<file path="config.mk">
export PLATFORM = sky130hd
export DESIGN_NAME = secnt_outq
export DESIGN_NICKNAME = d
export VERILOG_FILES = /design/src/rtl/secnt_pkg.sv /design/src/rtl/secnt_outq.sv
export SDC_FILE = /design/constraint.sdc
export NUM_CORES = 1
export LEC_CHECK = 0
export BUFFER_PORTS_ARGS = -buffer_cell sky130_fd_sc_hd__buf_2
export CORE_AREA = 4 4 93 138
export DETAILED_ROUTE_END_ITERATION = 12
export DIE_AREA = 0 0 97 142
export MAX_ROUTING_LAYER = met4
export PLACE_DENSITY_LB_ADDON = 0.25
export SYNTH_ARGS = -nofsm -noshare
export SYNTH_HDL_FRONTEND = slang
export SYNTH_SLANG_ARGS = --single-unit
</file>
<file path="constraint.sdc">
create_clock -name clk -period 3.1 [get_ports clk]
set_clock_uncertainty 0.05 [all_clocks]
set_input_delay 0.155 -clock clk [delete_from_list [all_inputs] [get_ports clk]]
set_output_delay 0.155 -clock clk [all_outputs]
set_load 0.02 [all_outputs]
</file>
<file path="src/rtl/secnt_pkg.sv">
// Shared types and constants for the skeleton endpoint counter.
// No dependencies; imported by secnt_outq and skeleton_endpoint_counter_5x5.
package secnt_pkg;

	localparam int COORD_W   = 10;
	localparam int CFG_W     = 11;
	localparam int TOTAL_W   = 16;
	localparam int PIX_W     = 8;
	localparam int MIN_SIZE  = 8;
	localparam int MAX_ROWS  = 1024;
	localparam int OUTQ_DEPTH = 4;
	localparam int OQ_PW     = $clog2(OUTQ_DEPTH);

	localparam logic [PIX_W-1:0]   WHITE     = 8'hFF;
	localparam logic [TOTAL_W-1:0] TOTAL_MAX = 16'hFFFF;

	localparam logic KIND_ENDPOINT = 1'b0;
	localparam logic KIND_TOTAL    = 1'b1;

	typedef enum logic [2:0] {
		CFG_FRAME_WIDTH    = 3'd0,
		CFG_FRAME_HEIGHT   = 3'd1,
		CFG_REGION_X_START = 3'd2,
		CFG_REGION_X_END   = 3'd3,
		CFG_REGION_Y_START = 3'd4,
		CFG_REGION_Y_END   = 3'd5
	} cfg_index_t;

	// One queue entry per pixel that produced at least one result.
	typedef struct packed {
		logic               ep;
		logic               tot;
		logic [COORD_W-1:0] x;
		logic [COORD_W-1:0] y;
		logic [TOTAL_W-1:0] total;
	} res_entry_t;

endpackage

</file>
<file path="src/rtl/secnt_outq.sv">
// Result queue: one entry per pixel, unpacked into one or two transactions.
// Depends on secnt_pkg.
module secnt_outq (
	input  logic                             clk,
	input  logic                             arst_n,
	input  logic                             push,
	input  secnt_pkg::res_entry_t            push_data,
	output logic [secnt_pkg::OQ_PW:0]        count,
	output logic                             out_valid,
	input  logic                             out_ready,
	output logic                             result_kind,
	output logic [secnt_pkg::COORD_W-1:0]    tip_x,
	output logic [secnt_pkg::COORD_W-1:0]    tip_y,
	output logic [secnt_pkg::TOTAL_W-1:0]    total_count,
	output logic                             last
);
	import secnt_pkg::*;

	res_entry_t         q_mem [OUTQ_DEPTH];
	logic [OQ_PW-1:0]   wr_ptr_q;
	logic [OQ_PW-1:0]   rd_ptr_q;
	logic [OQ_PW:0]     cnt_q;
	logic               phase_q;
	res_entry_t         head;
	logic               is_total;
	logic               pop;

	assign head        = q_mem[rd_ptr_q];
	assign out_valid   = (cnt_q != '0);
	assign is_total    = !head.ep || phase_q;
	assign result_kind = is_total ? KIND_TOTAL : KIND_ENDPOINT;
	assign tip_x       = is_total ? '0 : head.x;
	assign tip_y       = is_total ? '0 : head.y;
	assign total_count = is_total ? head.total : '0;
	assign last        = is_total || !head.tot;
	assign pop         = out_valid && out_ready && last;
	assign count       = cnt_q;

	always_ff @(posedge clk) begin
		if (push) begin
			q_mem[wr_ptr_q] <= push_data;
		end
	end

	always_ff @(posedge clk or negedge arst_n) begin
		if (!arst_n) begin
			wr_ptr_q <= '0;
			rd_ptr_q <= '0;
			cnt_q    <= '0;
			phase_q  <= 1'b0;
		end else begin
			if (push) begin
				wr_ptr_q <= wr_ptr_q + 1'b1;
			end
			if (pop) begin
				rd_ptr_q <= rd_ptr_q + 1'b1;
			end
			case ({push, pop})
				2'b10:   cnt_q <= cnt_q + 1'b1;
				2'b01:   cnt_q <= cnt_q - 1'b1;
				default: cnt_q <= cnt_q;
			endcase
			if (out_valid && out_ready) begin
				phase_q <= !pop;
			end
		end
	end

endmodule

</file>
==> results_tabular.tex <==
\begin{tabular}{lr}
\hline
Metric & Value \\
\hline
\multicolumn{2}{l}{\textbf{Synthesis}} \\
Syn\_area\_per\_cell & 21.5 um2 \\
Post-synth top area cell & sky130\_fd\_sc\_hd\_\_edfxtp\_1 \\
Post-synth cell types & 31 \\
Top post-synthesis cells by area & sky130\_fd\_sc\_hd\_\_edfxtp\_1, sky130\_fd\_sc\_hd\_\_mux4\_2, sky130\_fd\_sc\_hd\_\_dfrtp\_1, sky130\_fd\_sc\_hd\_\_and2\_1, sky130\_fd\_sc\_hd\_\_mux4\_1 \\
Proportion of synthesized chip area in sequential cells & 75.9\% \\
Share of the synthesized area in the top cell type & 72.7\% \\
Syn Nets & 340 \\
Top cell types by occurrence after synthesis & sky130\_fd\_sc\_hd\_\_edfxtp\_1, sky130\_fd\_sc\_hd\_\_mux4\_2, sky130\_fd\_sc\_hd\_\_and2\_1 \\
Count of mapped cells out of synthesis & 292 \\
Post-synth EDFFs & 152 \\
Summed instance area of the synthesized netlist & 6280 um2 \\
Number of register bits inferred by synthesis & 160 \\
Number of warnings issued by yosys & 0 \\
Flip-flop cell with the highest count after synthesis & sky130\_fd\_sc\_hd\_\_edfxtp\_1 \\
Most used standard cell by instance count after synthesis & sky130\_fd\_sc\_hd\_\_edfxtp\_1 \\
Synth async-reset ratio & 5.00\% \\
\multicolumn{2}{l}{\textbf{CTS}} \\
Clk pin slew, worst setup/hold paths & around 0.060 ns \\
TritonCTS clock tree & done \\
TritonCTS Sinks & 160 \\
Number of levels the H-tree was split into & 4 \\
Clock Latency Late Sink & 0.41 ns \\
Clock root buffer master & sky130\_fd\_sc\_hd\_\_clkbuf\_16 \\
Inserted Clock Buffers & 17 \\
Number of buffers on the longest clock path & 2 \\
\multicolumn{2}{l}{\textbf{Final layout}} \\
Area grow syn2layout & 25.5\% \\
Filler cell count & 768 \\
Share of post-route cells with drive strength above 1 & 37.4\% \\
Cell area after layout & between 7000 and 8000 um2 \\
Layout Nets & 481 \\
Antenna diode instance count & 0 \\
\multicolumn{2}{l}{\textbf{Timing}} \\
Relative max-transition margin & 54.7\% \\
Setup tns final & 0 ns \\
Total count of max-transition violations in the final report & 0 \\
RSZ-0062 raised after global routing & false \\
Maximum clock rate & 390 MHz \\
Final count of hold timing violations & 0 \\
Total of endpoints with negative setup slack in the final report & 0 \\
Post-route minimum period & 2.56 ns \\
Worst hold-check slack & a little over 0.06 ns \\
Slew at the pin closest to its max-slew limit & between 0.6 and 0.7 ns \\
Final period utilization & 82.7\% \\
\multicolumn{2}{l}{\textbf{Floorplan}} \\
Chip Width & $\sim$97 um \\
Initial Utilization & 54.1\% \\
Die height & 142 um \\
Number of cell rows & 48 \\
Num ports & 84 \\
Area of the placeable core & 11600 um2 \\
Die outline area & 13800 um2 \\
\multicolumn{2}{l}{\textbf{Critical path}} \\
Kind of end point of the critical path & primary output \\
CP Class & reg2out \\
Required time at the worst-slack endpoint & 2.89 ns \\
Arrival time of the worst setup path & 2.36 ns \\
Critical-path top delay cell & sky130\_fd\_sc\_hd\_\_mux4\_2 \\
Critical path peak fanout & 18 \\
Startpoint types & flop \\
Cell repeated most along the worst path & sky130\_fd\_sc\_hd\_\_buf\_4 \\
Critical path buffer and inverter count & 3 \\
Kind of cell adding the most delay to the critical path & buffers and inverters \\
Crit-path cells & buf\_4, buf\_4, mux4\_2, and2\_1, buf\_2 \\
Delay of the slowest cell on the worst path & 0.57 ns \\
\multicolumn{2}{l}{\textbf{Detailed routing}} \\
Number of remaining DRC errors & 0 \\
Detail-routed via count per cell & 5.34 \\
Remaining number of nets flagged by the antenna check after routing & 0 \\
Initial DRT Pass Iterations & 4 \\
Total length of routed wires & 11400 um \\
Via count & 3185 \\
DRC marker count from the first detailed-route iteration & approximately 170 \\
Average wire per standard cell & 19.1 um \\
\multicolumn{2}{l}{\textbf{Worst hold path}} \\
Type of the tightest min-delay check & in2reg \\
\multicolumn{2}{l}{\textbf{Place}} \\
HPWL Detailed & 6890 um \\
Placed standard-cell area & between 6000 and 7000 um2 \\
Global placer's final weighted congestion & a little under 0.7 \\
I/O Buffers & 83 \\
\multicolumn{2}{l}{\textbf{Run status}} \\
Outcome & completed \\
\multicolumn{2}{l}{\textbf{Power and ir drop}} \\
Total power density per cell area & between 900 and 1000 nW/um2 \\
Worst vdd ir & 0.000680 V \\
Leakage Power & 2.88 nW \\
\multicolumn{2}{l}{\textbf{GRT}} \\
Vias in the first global route & $\sim$3500 \\
Global-route wire length before repair & 18500 um \\
Maximum number of pins on one net before global-route repair & 39 \\
Overflow left after global routing & 0 \\
Global routing usage summed across all routing layers & 18.4\% \\
Initial antenna violation count & 0 \\
\multicolumn{2}{l}{\textbf{Run}} \\
\# Max-Cap Violations & 0 \\
\hline
\end{tabular}
report_power, final:
group | internal [mW] | leakage [nW] | switching [mW]
Combinational | 1.16 | 1.12 | 1.59
Clock | 1.19 | 0.280 | 0.833
Sequential | 2.84 | 1.49 | 0.152
final cells by class:
class / instances / area (um2) / share of cell area [%]
timing repair buffer: 135 / 918 / 11.7
clock inverter: 15 / 160 / 2.03
inverter: 7 / 26.3 / 0.333
multi-input combinational: 112 / 1390 / 17.7
tap: 150 / 188 / 2.38
clock buffer: 17 / 425 / 5.40
sequential: 160 / 4770 / 60.5
what timing repair did:
item	4_1_cts	5_1_grt
hold endpoints to repair	161	0
setup buffers	0	0
hold buffers	40	0
resized for setup	0	0
stage by stage:
step	total power [mW]	std cells	util (%)	setup WS, ns
after detailed placement	5.82	524	59.5	0.646
after global placement	5.75	524	59.5	0.735
after global routing	8.21	596	68.0	0.371
after floorplan	4.97	292	-	0.846
final	7.77	596	68.0	0.537
after CTS	7.88	596	68.0	0.472
layout by cell type, fill, tap and decap left out, types with 5 or more instances in the layout:
| cell type | instances |
|---|---|
| sky130_fd_sc_hd__mux4_2 | 32 |
| sky130_fd_sc_hd__nand2_1 | 6 |
| sky130_fd_sc_hd__clkbuf_16 | 17 |
| sky130_fd_sc_hd__ha_1 | 5 |
| sky130_fd_sc_hd__dfrtp_1 | 6 |
| sky130_fd_sc_hd__mux4_1 | 5 |
| sky130_fd_sc_hd__nor2b_1 | 15 |
| sky130_fd_sc_hd__buf_4 | 11 |
| sky130_fd_sc_hd__and2_1 | 20 |
| sky130_fd_sc_hd__buf_2 | 83 |
| sky130_fd_sc_hd__dlygate4sd3_1 | 40 |
| sky130_fd_sc_hd__inv_1 | 7 |
| sky130_fd_sc_hd__edfxtp_1 | 152 |
metal layers:
| layer | global-route usage [%] | part of all wire (%) | vias up |
|---|---|---|---|
| met1 | 23.0 | 41 | 1643 |
| met2 | 29.6 | 54 | 75 |
| li1 | - | - | 1456 |
| met4 | 5.70 | 1.1 | 0 |
| met5 | - | 0 | - |
| met3 | 5.35 | 4.0 | 11 |
sequential cells by signal, indices dropped and copies added (netlist names):
| register | cells |
|---|---|
| q_mem | 152 |
| count | 3 |
| rd_ptr_q | 2 |
| wr_ptr_q | 2 |
| phase_q | 1 |
logic make-up after synthesis:
kind of cell / count (synthesis) / synth area share [%]
simple gates: 52 / 4.86
xor+xnor: 5 / 0.698
fa+ha+maj: 6 / 1.32
mux: 41 / 14.2
compound gates: 8 / 0.917
buf+inv: 20 / 2.07
flops: 160 / 75.9
worst paths after layout:
check	from	to	slack, ns	cells after the start
setup / recovery	rd_ptr_q[0]	tip_y[0]	0.54	5
hold / removal	out_ready	phase_q	0.06	4
setup reg to reg	rd_ptr_q[1]	count[2]	0.64	9
hold reg to reg	phase_q	phase_q	0.47	1
max in group asynchronous	arst_n	rd_ptr_q[1]	2.73	2
min in group asynchronous	arst_n	count[0]	0.07	2
worst register-to-register path, stage by stage, from the launching register on:
cell and delay [ns]:
sky130_fd_sc_hd__dfrtp_2 0.53, sky130_fd_sc_hd__mux2i_1 0.43, sky130_fd_sc_hd__o22ai_4 0.14, sky130_fd_sc_hd__a21oi_2 0.18, sky130_fd_sc_hd__ha_1 0.20, sky130_fd_sc_hd__inv_1 0.06, sky130_fd_sc_hd__fa_1 0.38, sky130_fd_sc_hd__xor2_1 0.15
sky130_fd_sc_hd__nor2_1 0.11, sky130_fd_sc_hd__xor2_1 0.16
(Power assumes the default switching activity.)
