===== src/rtl/secnt_cell.sv =====
// One window column cell: holds a column of pixels, loads from its neighbor.
// Standalone; chained by skeleton_endpoint_counter_5x5.
module secnt_cell #(
	parameter int SIDE = 5
) (
	input  logic            clk,
	input  logic            arst_n,
	input  logic            en,
	input  logic            zero,
	input  logic [SIDE-1:0] col_in,
	output logic [SIDE-1:0] col_q
);

	always_ff @(posedge clk or negedge arst_n) begin
		if (!arst_n) begin
			col_q <= '0;
		end else if (en) begin
			col_q <= zero ? '0 : col_in;
		end
	end

endmodule


===== config.mk =====
export PLATFORM = sky130hd
export DESIGN_NAME = secnt_cell
export DESIGN_NICKNAME = d
export VERILOG_FILES = /design/src/rtl/secnt_cell.sv
export SDC_FILE = /design/constraint.sdc
export NUM_CORES = 1
export LEC_CHECK = 0
export ABC_AREA = 1
export BUFFER_PORTS_ARGS = -buffer_cell sky130_fd_sc_hd__buf_2
export CAP_MARGIN = 40
export CORE_AREA = 2 2 39 41
export CTS_BUF_LIST = sky130_fd_sc_hd__clkbuf_16
export CTS_CLUSTER_SIZE = 12
export DETAILED_ROUTE_END_ITERATION = 12
export DIE_AREA = 0 0 41 43
export GPL_TIMING_DRIVEN = 0
export PLACE_DENSITY = 0.34
export SETUP_SLACK_MARGIN = 0.2
export SYNTH_ARGS = -nofsm -noshare
export SYNTH_HDL_FRONTEND = slang
export SYNTH_SLANG_ARGS = --single-unit

===== constraint.sdc =====
create_clock -name clk -period 0.81 [get_ports clk]
set_clock_uncertainty 0.05 [all_clocks]
set_input_delay 0.081 -clock clk [delete_from_list [all_inputs] [get_ports clk]]
set_output_delay 0.081 -clock clk [all_outputs]
set_load 0.02 [all_outputs]

==> flow_metrics.env, run 1 <==
export IMPL_critPathCapture="col_q[4]"
export IMPL_clk_pin_slew_ns=0.03
export IMPL_rsz0062_at_grt="true"
export IMPL_yosysSeqAreaShare_pct=64.10
export IMPL_hold_viol=0
export IMPL_status="finished, violations left"
export IMPL_finalWorstSetupSlack_ns=-0.07803
export IMPL_crit_fanout=2
export IMPL_yosysWarnings=0
export IMPL_slowest_stage="dfrtp_2"
export IMPL_r2r_cells=3
export IMPL_critPathArrivalTime_ns=0.76
export IMPL_drt_iter0_markers=2
export IMPL_final_cell_area_um2=424.2
export IMPL_largestRegisters="col_q (5)"
export IMPL_ant_nets=0
export IMPL_grtUsageTotal_pct=7.871
export IMPL_vdd_drop_max_v=0.001438
export IMPL_top_register="col_q"
export IMPL_layout_commonest_cell="nand2_1"
export IMPL_rr_startpoint="col_q[0]"
export IMPL_io_buffer_count=13
export IMPL_tritoncts="built"
export IMPL_fin_cells=58
export IMPL_syn_inst=22
export IMPL_min_delay_path_depth=3
export IMPL_routed_wl_um=519
export IMPL_tightest_slew_ns=0.1333
export IMPL_post_route_period_util_pct=109.6
export IMPL_grt_pass1_vias=184
export IMPL_max_stage_delay_ns=0.40
export IMPL_clock_path_buffers=2
export IMPL_layout_nets=52
export IMPL_grt_max_degree=7
export IMPL_power_leakage_nw=0.2286
export IMPL_die_h_um=43
export IMPL_firstDrtPassIters=3
export IMPL_placed_cell_area_um2=286.5
export IMPL_h_tree_depth=1
export IMPL_hold_class="in -> reg"
export IMPL_start_kind="flop"
export IMPL_worst_r2r_setup_slack_ns=0.02
export IMPL_fmax_mhz=1126
export IMPL_drc=0
export IMPL_antenna_found_initial=0
export IMPL_layout_common_cells="nand2_1, buf_2, nand3_1, dfrtp_2, buf_6"
export IMPL_cts_made_buffers=3
export IMPL_p_per_area_nw_per_um2=2867
export IMPL_avgViaCountPerCell=3.638
export IMPL_largest_reg_flops=5
export IMPL_cp_end_kind="output port"
export IMPL_rows=14
export IMPL_violations="setup timing"
export IMPL_die_x_um=41
export IMPL_setup_viol=5
export IMPL_syn2layout_area_growth_pct=117.3
export IMPL_place_inst=51
export IMPL_critPathKind="reg -> out"
export IMPL_cts_root_buf="clkbuf_16"
export IMPL_synth_area_per_cell_um2=8.872
export IMPL_syn_nets=31
export IMPL_die_area_um2=1763
export IMPL_finalMaxSlewViolations=0
export IMPL_fp_coreArea_um2=1384
export IMPL_ioPinCount=14
export IMPL_wl_per_cell_um=8.948
export IMPL_min_period_ns=0.8880
export IMPL_netlist_area_um2=195.2
export IMPL_slew_headroom_pct=91.10
export IMPL_worstPathCellList="buf_6"
export IMPL_overflow=0
export IMPL_via_count=211
export IMPL_cpLargestDelayFamily="flip-flops"
export IMPL_ys_types=5
export IMPL_cp_depth=1
export IMPL_start_util_pct=14.10
export IMPL_worstReg2RegEnd="col_q[0]"
export IMPL_cts_sinks=5
export IMPL_place_congestion=0.6519
export IMPL_n_antenna_cell=0
export IMPL_ys_ff_latch=5
export IMPL_clock_latency_ns=0.22
export IMPL_grt_pass1_wl_um=786
export IMPL_cp_num_buf_inv=1
export IMPL_crit_required_ns=0.68
export IMPL_cp_startpoint="col_q[4]"
export IMPL_maxCapViolations=0
export IMPL_fillCellCount=153
export IMPL_drive_above_1_share_pct=59.52
synth_stat cells:
master / instances / area, µm²
dfrtp_1: 5 / 125.1
inv_1: 1 / 3.750
inv_2: 1 / 3.750
nand2_1: 10 / 37.54
nand3_1: 5 / 25.02
metrics by stage:
step                      util, %  total power (W)  setup WS [ns]  TNS, ns  hold WS [ns]
final                       30.65         0.001216       -0.07803  -0.3616       0.03644
after CTS                   29.39         0.001213       -0.08190  -0.3883       0.03685
after global placement      20.71        0.0003826         0.1473        0       -0.1495
after global routing        30.65         0.001264       -0.09006  -0.4314       0.04104
after detailed placement    20.71        0.0003845         0.1431        0       -0.1487
after floorplan                 -        0.0003336         0.1118        0       -0.2646
where the power goes:
part / internal, W / switching [W] / total [W]
clock: 0.000639 / 0.000154 / 0.000792
combinational: 0.0000717 / 0.0000643 / 0.000136
sequential: 0.000274 / 0.0000134 / 0.000288
total: 0.000984 / 0.000232 / 0.00122
layer usage:
layer / routed length [µm] / share of wire (%) / GRT usage (%)
met1: 229 / 44 / 7.843
met2: 226 / 44 / 8.438
met3: 40 / 7.7 / 4.712
met4: 22 / 4.2 / 12.00
met5: 0 / 0 / 0
how the worst min path moves through the flow:
stage          startpoint  endpoint  slack [ns]
2_1_floorplan      arst_n  col_q[0]       -0.26
3_3_place_gp       arst_n  col_q[0]       -0.15
3_5_place_dp       arst_n  col_q[2]       -0.15
4_1_cts         col_in[4]  col_q[4]        0.04
5_1_grt         col_in[1]  col_q[1]        0.04
6_report        col_in[4]  col_q[4]        0.04
cell type report:
type | instances | area, µm² | area share, %
sequential | 5 | 131.4 | 30.97
timing repair buffer | 16 | 121.4 | 28.61
clock buffer | 3 | 75.07 | 17.70
multi-input combinational | 15 | 65.06 | 15.34
tap | 16 | 20.02 | 4.720
inverter | 2 | 7.507 | 1.770
clock inverter | 1 | 3.754 | 0.8850
repair_timing:
item                                    CTS  global route
hold buffers                              1             0
hold endpoints to repair                  5             0
buffers inserted                          0             2
pin swaps                                 0             1
endpoints found under the setup margin   10            10
gates resized for setup                  10             1
logic make-up (layout without fill, tap and decap cells):
kind of cell | Yosys count | count (layout) | synth area share [%]
buffers and inverters | 2 | 22 | 3.842
and+or+nand+nor | 15 | 15 | 32.05
DFF | 5 | 5 | 64.10
worst reg2reg max path: stages, from the launching register on:
cell and delay, ns:
dfrtp_2 0.40, buf_4 0.13, nand2_2 0.05, nand2_1 0.05
Note: power is estimated with default switching activity, not from simulation.
==> run 2: changes to the inputs <==
--- a/config.mk
+++ b/config.mk
@@ -5,7 +5,7 @@
 export SDC_FILE = /design/constraint.sdc
 export NUM_CORES = 1
 export LEC_CHECK = 0
-export ABC_AREA = 1
+export ABC_AREA = 0
 export BUFFER_PORTS_ARGS = -buffer_cell sky130_fd_sc_hd__buf_2
 export CAP_MARGIN = 40
 export CORE_AREA = 2 2 39 41
@@ -14,7 +14,7 @@
 export DETAILED_ROUTE_END_ITERATION = 12
 export DIE_AREA = 0 0 41 43
 export GPL_TIMING_DRIVEN = 0
-export PLACE_DENSITY = 0.34
+export PLACE_DENSITY = 0.36
 export SETUP_SLACK_MARGIN = 0.2
 export SYNTH_ARGS = -nofsm -noshare
 export SYNTH_HDL_FRONTEND = slang
==> run 2 against run 1 <==
Final area rose by 1.8%. Wire length up 3.5%. First-iteration DRC count fell by 50%. Critical path type unchanged. Die area unchanged. Cell count down 5.2%. Largest power group unchanged. Non-clock buffer count fell by 1. Maximum frequency is essentially flat. Largest cell class unchanged. The flow still finishes with violations (setup timing). Core utilization is 0.54 points higher.
==> flow_metrics.env, run 2 <==
export IMPL_status="finished, violations left"
export IMPL_violations="setup timing"
export IMPL_drc=0
export IMPL_clock_path_buffers=2
export IMPL_layout_common_cells="buf_2, buf_6"
export IMPL_drt_iter0_markers=1
export IMPL_n_antenna_cell=0
export IMPL_firstDrtPassIters=2
export IMPL_via_count=199
export IMPL_avgViaCountPerCell=3.618
export IMPL_ys_types=5
export IMPL_min_period_ns=0.8884
export IMPL_rows=14
export IMPL_cts_sinks=5
export IMPL_synth_area_per_cell_um2=10.37
export IMPL_io_buffer_count=12
export IMPL_finalMaxSlewViolations=0
export IMPL_ioPinCount=14
export IMPL_largest_reg_flops=5
export IMPL_finalWorstSetupSlack_ns=-0.07843
export IMPL_post_place_ws_ns=0.1414
export IMPL_gr_usage_met1_pct=7.516
export IMPL_grt_max_degree=11
export IMPL_slowest_stage="dfrtp_2"
export IMPL_tightest_slew_ns=0.1114
export IMPL_routed_wl_um=537
export IMPL_ant_nets=0
export IMPL_fp_coreArea_um2=1384
export IMPL_cp_end_kind="output port"
export IMPL_overflow=0
export IMPL_die_area_um2=1763
export IMPL_wl_per_cell_um=9.764
export IMPL_layout_commonest_cell="buf_2"
export IMPL_grt_busiest_layer="met4"
export IMPL_top_register="col_q"
export IMPL_netlist_area_um2=217.7
export IMPL_syn_inst=21
export IMPL_fillCellCount=146
export IMPL_yosysSeqAreaShare_pct=57.47
export IMPL_syn2layout_area_growth_pct=98.28
export IMPL_utilization_pct=31.19
export IMPL_crit_required_ns=0.68
export IMPL_use_met3_pct=3.141
export IMPL_fin_total_pwr_w=0.001235
export IMPL_drive_above_1_share_pct=58.97
export IMPL_grt_pass1_vias=203
export IMPL_setup_viol=5
export IMPL_die_x_um=41
export IMPL_maxCapViolations=0
export IMPL_antenna_found_initial=0
export IMPL_crit_fanout=2
export IMPL_h_tree_depth=1
export IMPL_yosysWarnings=0
export IMPL_placed_cell_area_um2=304.0
export IMPL_final_cell_area_um2=431.7
export IMPL_tritoncts="built"
export IMPL_p_per_area_nw_per_um2=2861
export IMPL_hold_class="in -> reg"
export IMPL_clk_pin_slew_ns=0.03
export IMPL_cp_num_buf_inv=1
export IMPL_yosys_top_cells_count="dfrtp_1, inv_1, nand3b_1, o21ai_1, buf_6"
export IMPL_worstPathCellList="buf_6"
export IMPL_hold_viol=0
export IMPL_yosys_top_cells_area="dfrtp_1, nand3b_1, o21ai_1, inv_1, buf_6"
export IMPL_grtUsageMet2_pct=9.688
export IMPL_start_kind="flop"
export IMPL_slew_headroom_pct=92.57
export IMPL_yosysTopAreaCell="dfrtp_1"
export IMPL_async_reset_ff_share_pct=100.0
export IMPL_cpLargestDelayFamily="flip-flops"
export IMPL_synth_top_area_share_pct=57.47
export IMPL_syn_nets=30
export IMPL_layout_nets=49
export IMPL_grtUsageTotal_pct=8.779
export IMPL_clock_latency_ns=0.23
export IMPL_power_leakage_nw=0.2017
export IMPL_place_congestion=0.6602
export IMPL_ys_ff_latch=5
export IMPL_fmax_mhz=1126
export IMPL_synth_ff_type="dfrtp_1"
export IMPL_post_route_period_util_pct=109.7
export IMPL_rsz0062_at_grt="true"
export IMPL_die_h_um=43
export IMPL_critPathArrivalTime_ns=0.76
export IMPL_critPathKind="reg -> out"
export IMPL_cts_root_buf="clkbuf_16"
export IMPL_start_util_pct=15.73
export IMPL_vdd_drop_max_v=0.0006107
export IMPL_grt_pass1_wl_um=821
export IMPL_max_stage_delay_ns=0.40
export IMPL_cts_made_buffers=3
export IMPL_largestRegisters="col_q (5)"
export IMPL_synth_edff_count=0
export IMPL_whs_ns=0.01458
[run 2: cell count changes after synthesis]
cell / change
inv_2: -1
nand2_1: -10
buf_6: +1
inv_1: +4
nand3b_1: +5
nand3_1: -5
o21ai_1: +5
[run 2: worst paths after layout]
| check | startpoint | endpoint | slack (ns) | depth (start not counted) |
|---|---|---|---|---|
| max in group asynchronous | arst_n | col_q[3] | 0.42 | 2 |
| min in group asynchronous | arst_n | col_q[1] | 0.15 | 2 |
| setup / recovery | col_q[3] | col_q[3] | -0.08 | 1 |
| hold reg to reg | col_q[2] | col_q[2] | 0.48 | 2 |
| hold / removal | en | col_q[2] | 0.01 | 2 |
| setup reg to reg | col_q[1] | col_q[1] | 0.03 | 3 |
[run 2: power breakdown]
part / internal (W) / total, W / leakage, nW / switching [W]
Sequential: 0.000275 / 0.000288 / 0.0582 / 0.0000134
Combinational: 0.0000755 / 0.000138 / 0.101 / 0.0000624
Clock: 0.000640 / 0.000809 / 0.0423 / 0.000169
Total: 0.000990 / 0.00123 / 0.202 / 0.000245
[run 2: logic make-up (layout without fill, tap and decap cells)]
| family | Yosys count | count (layout) | synth area share [%] |
|---|---|---|---|
| AOI/OAI and AO/OA | 5 | 5 | 11.49 |
| buffers and inverters | 6 | 24 | 13.79 |
| DFF | 5 | 5 | 57.47 |
| and+or+nand+nor | 5 | 5 | 17.24 |
[run 2: timing repair]
action                                  4_1_cts  5_1_grt
resized for setup                            11        0
gates cloned                                  0        0
hold endpoints to repair                      5        0
hold buffers                                  1        0
endpoints found under the setup margin       10       10
buffers inserted                              1        0
[run 2: area by class of cell]
type / instances / area, µm² / share of cell area [%]
clock inverter: 1 / 3.754 / 0.8696
inverter: 5 / 18.77 / 4.348
timing repair buffer: 14 / 108.9 / 25.22
buffer: 1 / 11.26 / 2.609
multi-input combinational: 10 / 62.56 / 14.49
tap: 16 / 20.02 / 4.638
clock buffer: 3 / 75.07 / 17.39
sequential: 5 / 131.4 / 30.43
[run 2: routing by layer]
layer / part of all wire, % / wire [µm]
met1: 39 / 212
met2: 43 / 230
met3: 7.3 / 39
met4: 10 / 55
met5: 0 / 0
[run 2: metrics by stage]
step	cells	setup TNS (ns)
global route	55	-0.4558
finish	55	-0.3773
CTS	55	-0.4157
global placement	49	0
floorplan	21	0
detailed placement	49	0
[run 2: worst register-to-register path, cell delays in order, from the launching register on]
cell     delay [ns]
dfrtp_2        0.40
buf_4          0.13
inv_2          0.03
o21ai_1        0.04
==> run 3: changes to the inputs <==
--- a/config.mk
+++ b/config.mk
@@ -15,7 +15,9 @@
 export DIE_AREA = 0 0 41 43
 export GPL_TIMING_DRIVEN = 0
 export PLACE_DENSITY = 0.36
+export RECOVER_POWER = 50
 export SETUP_SLACK_MARGIN = 0.2
+export SKIP_LAST_GASP = 1
 export SYNTH_ARGS = -nofsm -noshare
 export SYNTH_HDL_FRONTEND = slang
 export SYNTH_SLANG_ARGS = --single-unit
==> run 3 against run 2 <==
The run still ends with setup timing left. Non-clock buffer count did not move. Die area is the same. Combinational power barely moved. Register-to-register slack is essentially flat. Critical endpoint is now col_q[1]. Clock power is essentially flat. Wire length shrank 0.56%. Via count is 1.5% lower. Maximum frequency is essentially flat. Critical path depth is the same.
==> flow_metrics.env, run 3 (synthesis gave the netlist of run 2 again) <==
export IMPL_status="finished, violations left"
export IMPL_violations="setup timing"
export IMPL_fin_total_pwr_w=0.001233
export IMPL_cp_num_buf_inv=1
export IMPL_grtUsageMet2_pct=9.688
export IMPL_finalMaxSlewViolations=0
export IMPL_vdd_drop_max_v=0.0006088
export IMPL_hold_class="in -> reg"
export IMPL_h_tree_depth=1
export IMPL_die_area_um2=1763
export IMPL_critPathArrivalTime_ns=0.76
export IMPL_worstReg2RegEnd="col_q[1]"
export IMPL_p_sw_w=0.0002439
export IMPL_tightest_slew_ns=0.2554
export IMPL_p_per_area_nw_per_um2=2865
export IMPL_die_h_um=43
export IMPL_max_stage_delay_ns=0.40
export IMPL_cts_root_buf="clkbuf_16"
export IMPL_start_kind="flop"
export IMPL_place_congestion=0.6602
export IMPL_wl_per_cell_um=9.709
export IMPL_use_met3_pct=3.141
export IMPL_clock_path_buffers=2
export IMPL_antenna_found_initial=0
export IMPL_drt_iter0_markers=0
export IMPL_clk_pin_slew_ns=0.03
export IMPL_cp_end_kind="output port"
export IMPL_min_delay_path_depth=2
export IMPL_grtUsageTotal_pct=8.779
export IMPL_grt_pass1_vias=203
export IMPL_ant_nets=0
export IMPL_layout_common_cells="buf_6, buf_2"
export IMPL_tritoncts="built"
export IMPL_critPathKind="reg -> out"
export IMPL_grt_max_degree=11
export IMPL_fmax_mhz=1126
export IMPL_min_to="col_q[2]"
export IMPL_hold_viol=0
export IMPL_die_x_um=41
export IMPL_rsz0062_at_grt="true"
export IMPL_cpLargestDelayFamily="flip-flops"
export IMPL_clkPwrFrac_pct=65.5
export IMPL_gr_usage_met1_pct=7.516
export IMPL_fp_coreArea_um2=1384
export IMPL_p_comb_share_pct=11.1
export IMPL_finalWorstSetupSlack_ns=-0.07838
export IMPL_slew_headroom_pct=82.97
export IMPL_drive_above_1_share_pct=56.41
export IMPL_firstDrtPassIters=1
export IMPL_final_cell_area_um2=430.4
export IMPL_start_util_pct=15.73
export IMPL_grt_pass1_wl_um=821
export IMPL_cts_sinks=5
export IMPL_swShare_pct=19.78
export IMPL_clock_latency_ns=0.23
export IMPL_overflow=0
export IMPL_worstPathCellList="buf_6"
export IMPL_ioPinCount=14
export IMPL_top_register="col_q"
export IMPL_p_seq_share_pct=23.4
export IMPL_min_period_ns=0.8884
export IMPL_power_leakage_nw=0.1989
export IMPL_r2r_cells=3
export IMPL_largest_reg_flops=5
export IMPL_grt_busiest_layer="met4"
export IMPL_crit_fanout=2
export IMPL_maxCapViolations=0
export IMPL_n_antenna_cell=0
export IMPL_placed_cell_area_um2=304.0
export IMPL_setup_viol=5
export IMPL_routed_wl_um=534
export IMPL_io_buffer_count=12
export IMPL_hp_start="en"
export IMPL_post_route_period_util_pct=109.7
export IMPL_largestRegisters="col_q (5)"
export IMPL_layout_nets=49
export IMPL_worst_r2r_setup_slack_ns=0.03
export IMPL_syn2layout_area_growth_pct=97.70
export IMPL_crit_required_ns=0.68
export IMPL_cts_made_buffers=3
export IMPL_drc=0
export IMPL_rows=14
export IMPL_internal_power_w=0.0009892
export IMPL_slowest_stage="dfrtp_2"
export IMPL_avgViaCountPerCell=3.564
export IMPL_via_count=196
export IMPL_rr_startpoint="col_q[1]"
## run 3: worst max path at each step
| stage | cells after the start | slack, ns | startpoint | to |
|---|---|---|---|---|
| after floorplan | 2 | 0.10 | col_q[2] | col_q[2] |
| after global placement | 1 | 0.14 | col_q[1] | col_q[1] |
| after detailed placement | 1 | 0.14 | col_q[1] | col_q[1] |
| final | 1 | -0.08 | col_q[1] | col_q[1] |
| after CTS | 1 | -0.09 | col_q[3] | col_q[3] |
| after global routing | 1 | -0.09 | col_q[1] | col_q[1] |
## run 3: cell type report
| type | instances | area, µm² |
|---|---|---|
| fillers | 147 | 953.4 |
| flip-flops and latches | 5 | 131.4 |
| repair buffers | 14 | 107.6 |
| clock buffers | 3 | 75.07 |
| multi-input cells | 10 | 62.56 |
| well taps | 16 | 20.02 |
| inverters | 5 | 18.77 |
| plain buffers | 1 | 11.26 |
| clock inverters | 1 | 3.754 |
## run 3: what timing repair did
action                     CTS  global route
buffers inserted             1             0
hold endpoints to repair     5             0
gates resized for setup     11             0
setup endpoints to repair   10            10
hold buffers                 1             0
## run 3: per-stage QoR
step           setup slack (ns)  hold slack [ns]  std cells  setup TNS [ns]  util [%]
4_1_cts                -0.08666          0.01124         55         -0.4157     31.19
2_1_floorplan            0.1040          -0.2646         21               0         -
6_report               -0.07838          0.01346         55         -0.3771     31.10
3_3_place_gp             0.1442          -0.1506         49               0     21.97
5_1_grt                -0.09442          0.02500         55         -0.4558     31.10
3_5_place_dp             0.1414          -0.1494         49               0     21.97
## run 3: power groups by stage
stage / logic, W / clock network, W / registers, W
floorplan: 0.0000328 / 0 / 0.000313
global placement: 0.000106 / 0 / 0.000286
detailed placement: 0.000107 / 0 / 0.000287
CTS: 0.000140 / 0.000830 / 0.000289
global route: 0.000150 / 0.000841 / 0.000291
finish: 0.000137 / 0.000808 / 0.000288
## run 3: per-layer routing
layer / share of wire [%] / routed length (µm) / vias up
met5: 0 / 0 / -
met4: 10 / 55 / 0
met3: 7.1 / 38 / 4
met2: 44 / 233 / 11
met1: 39 / 207 / 79
li1: - / - / 102
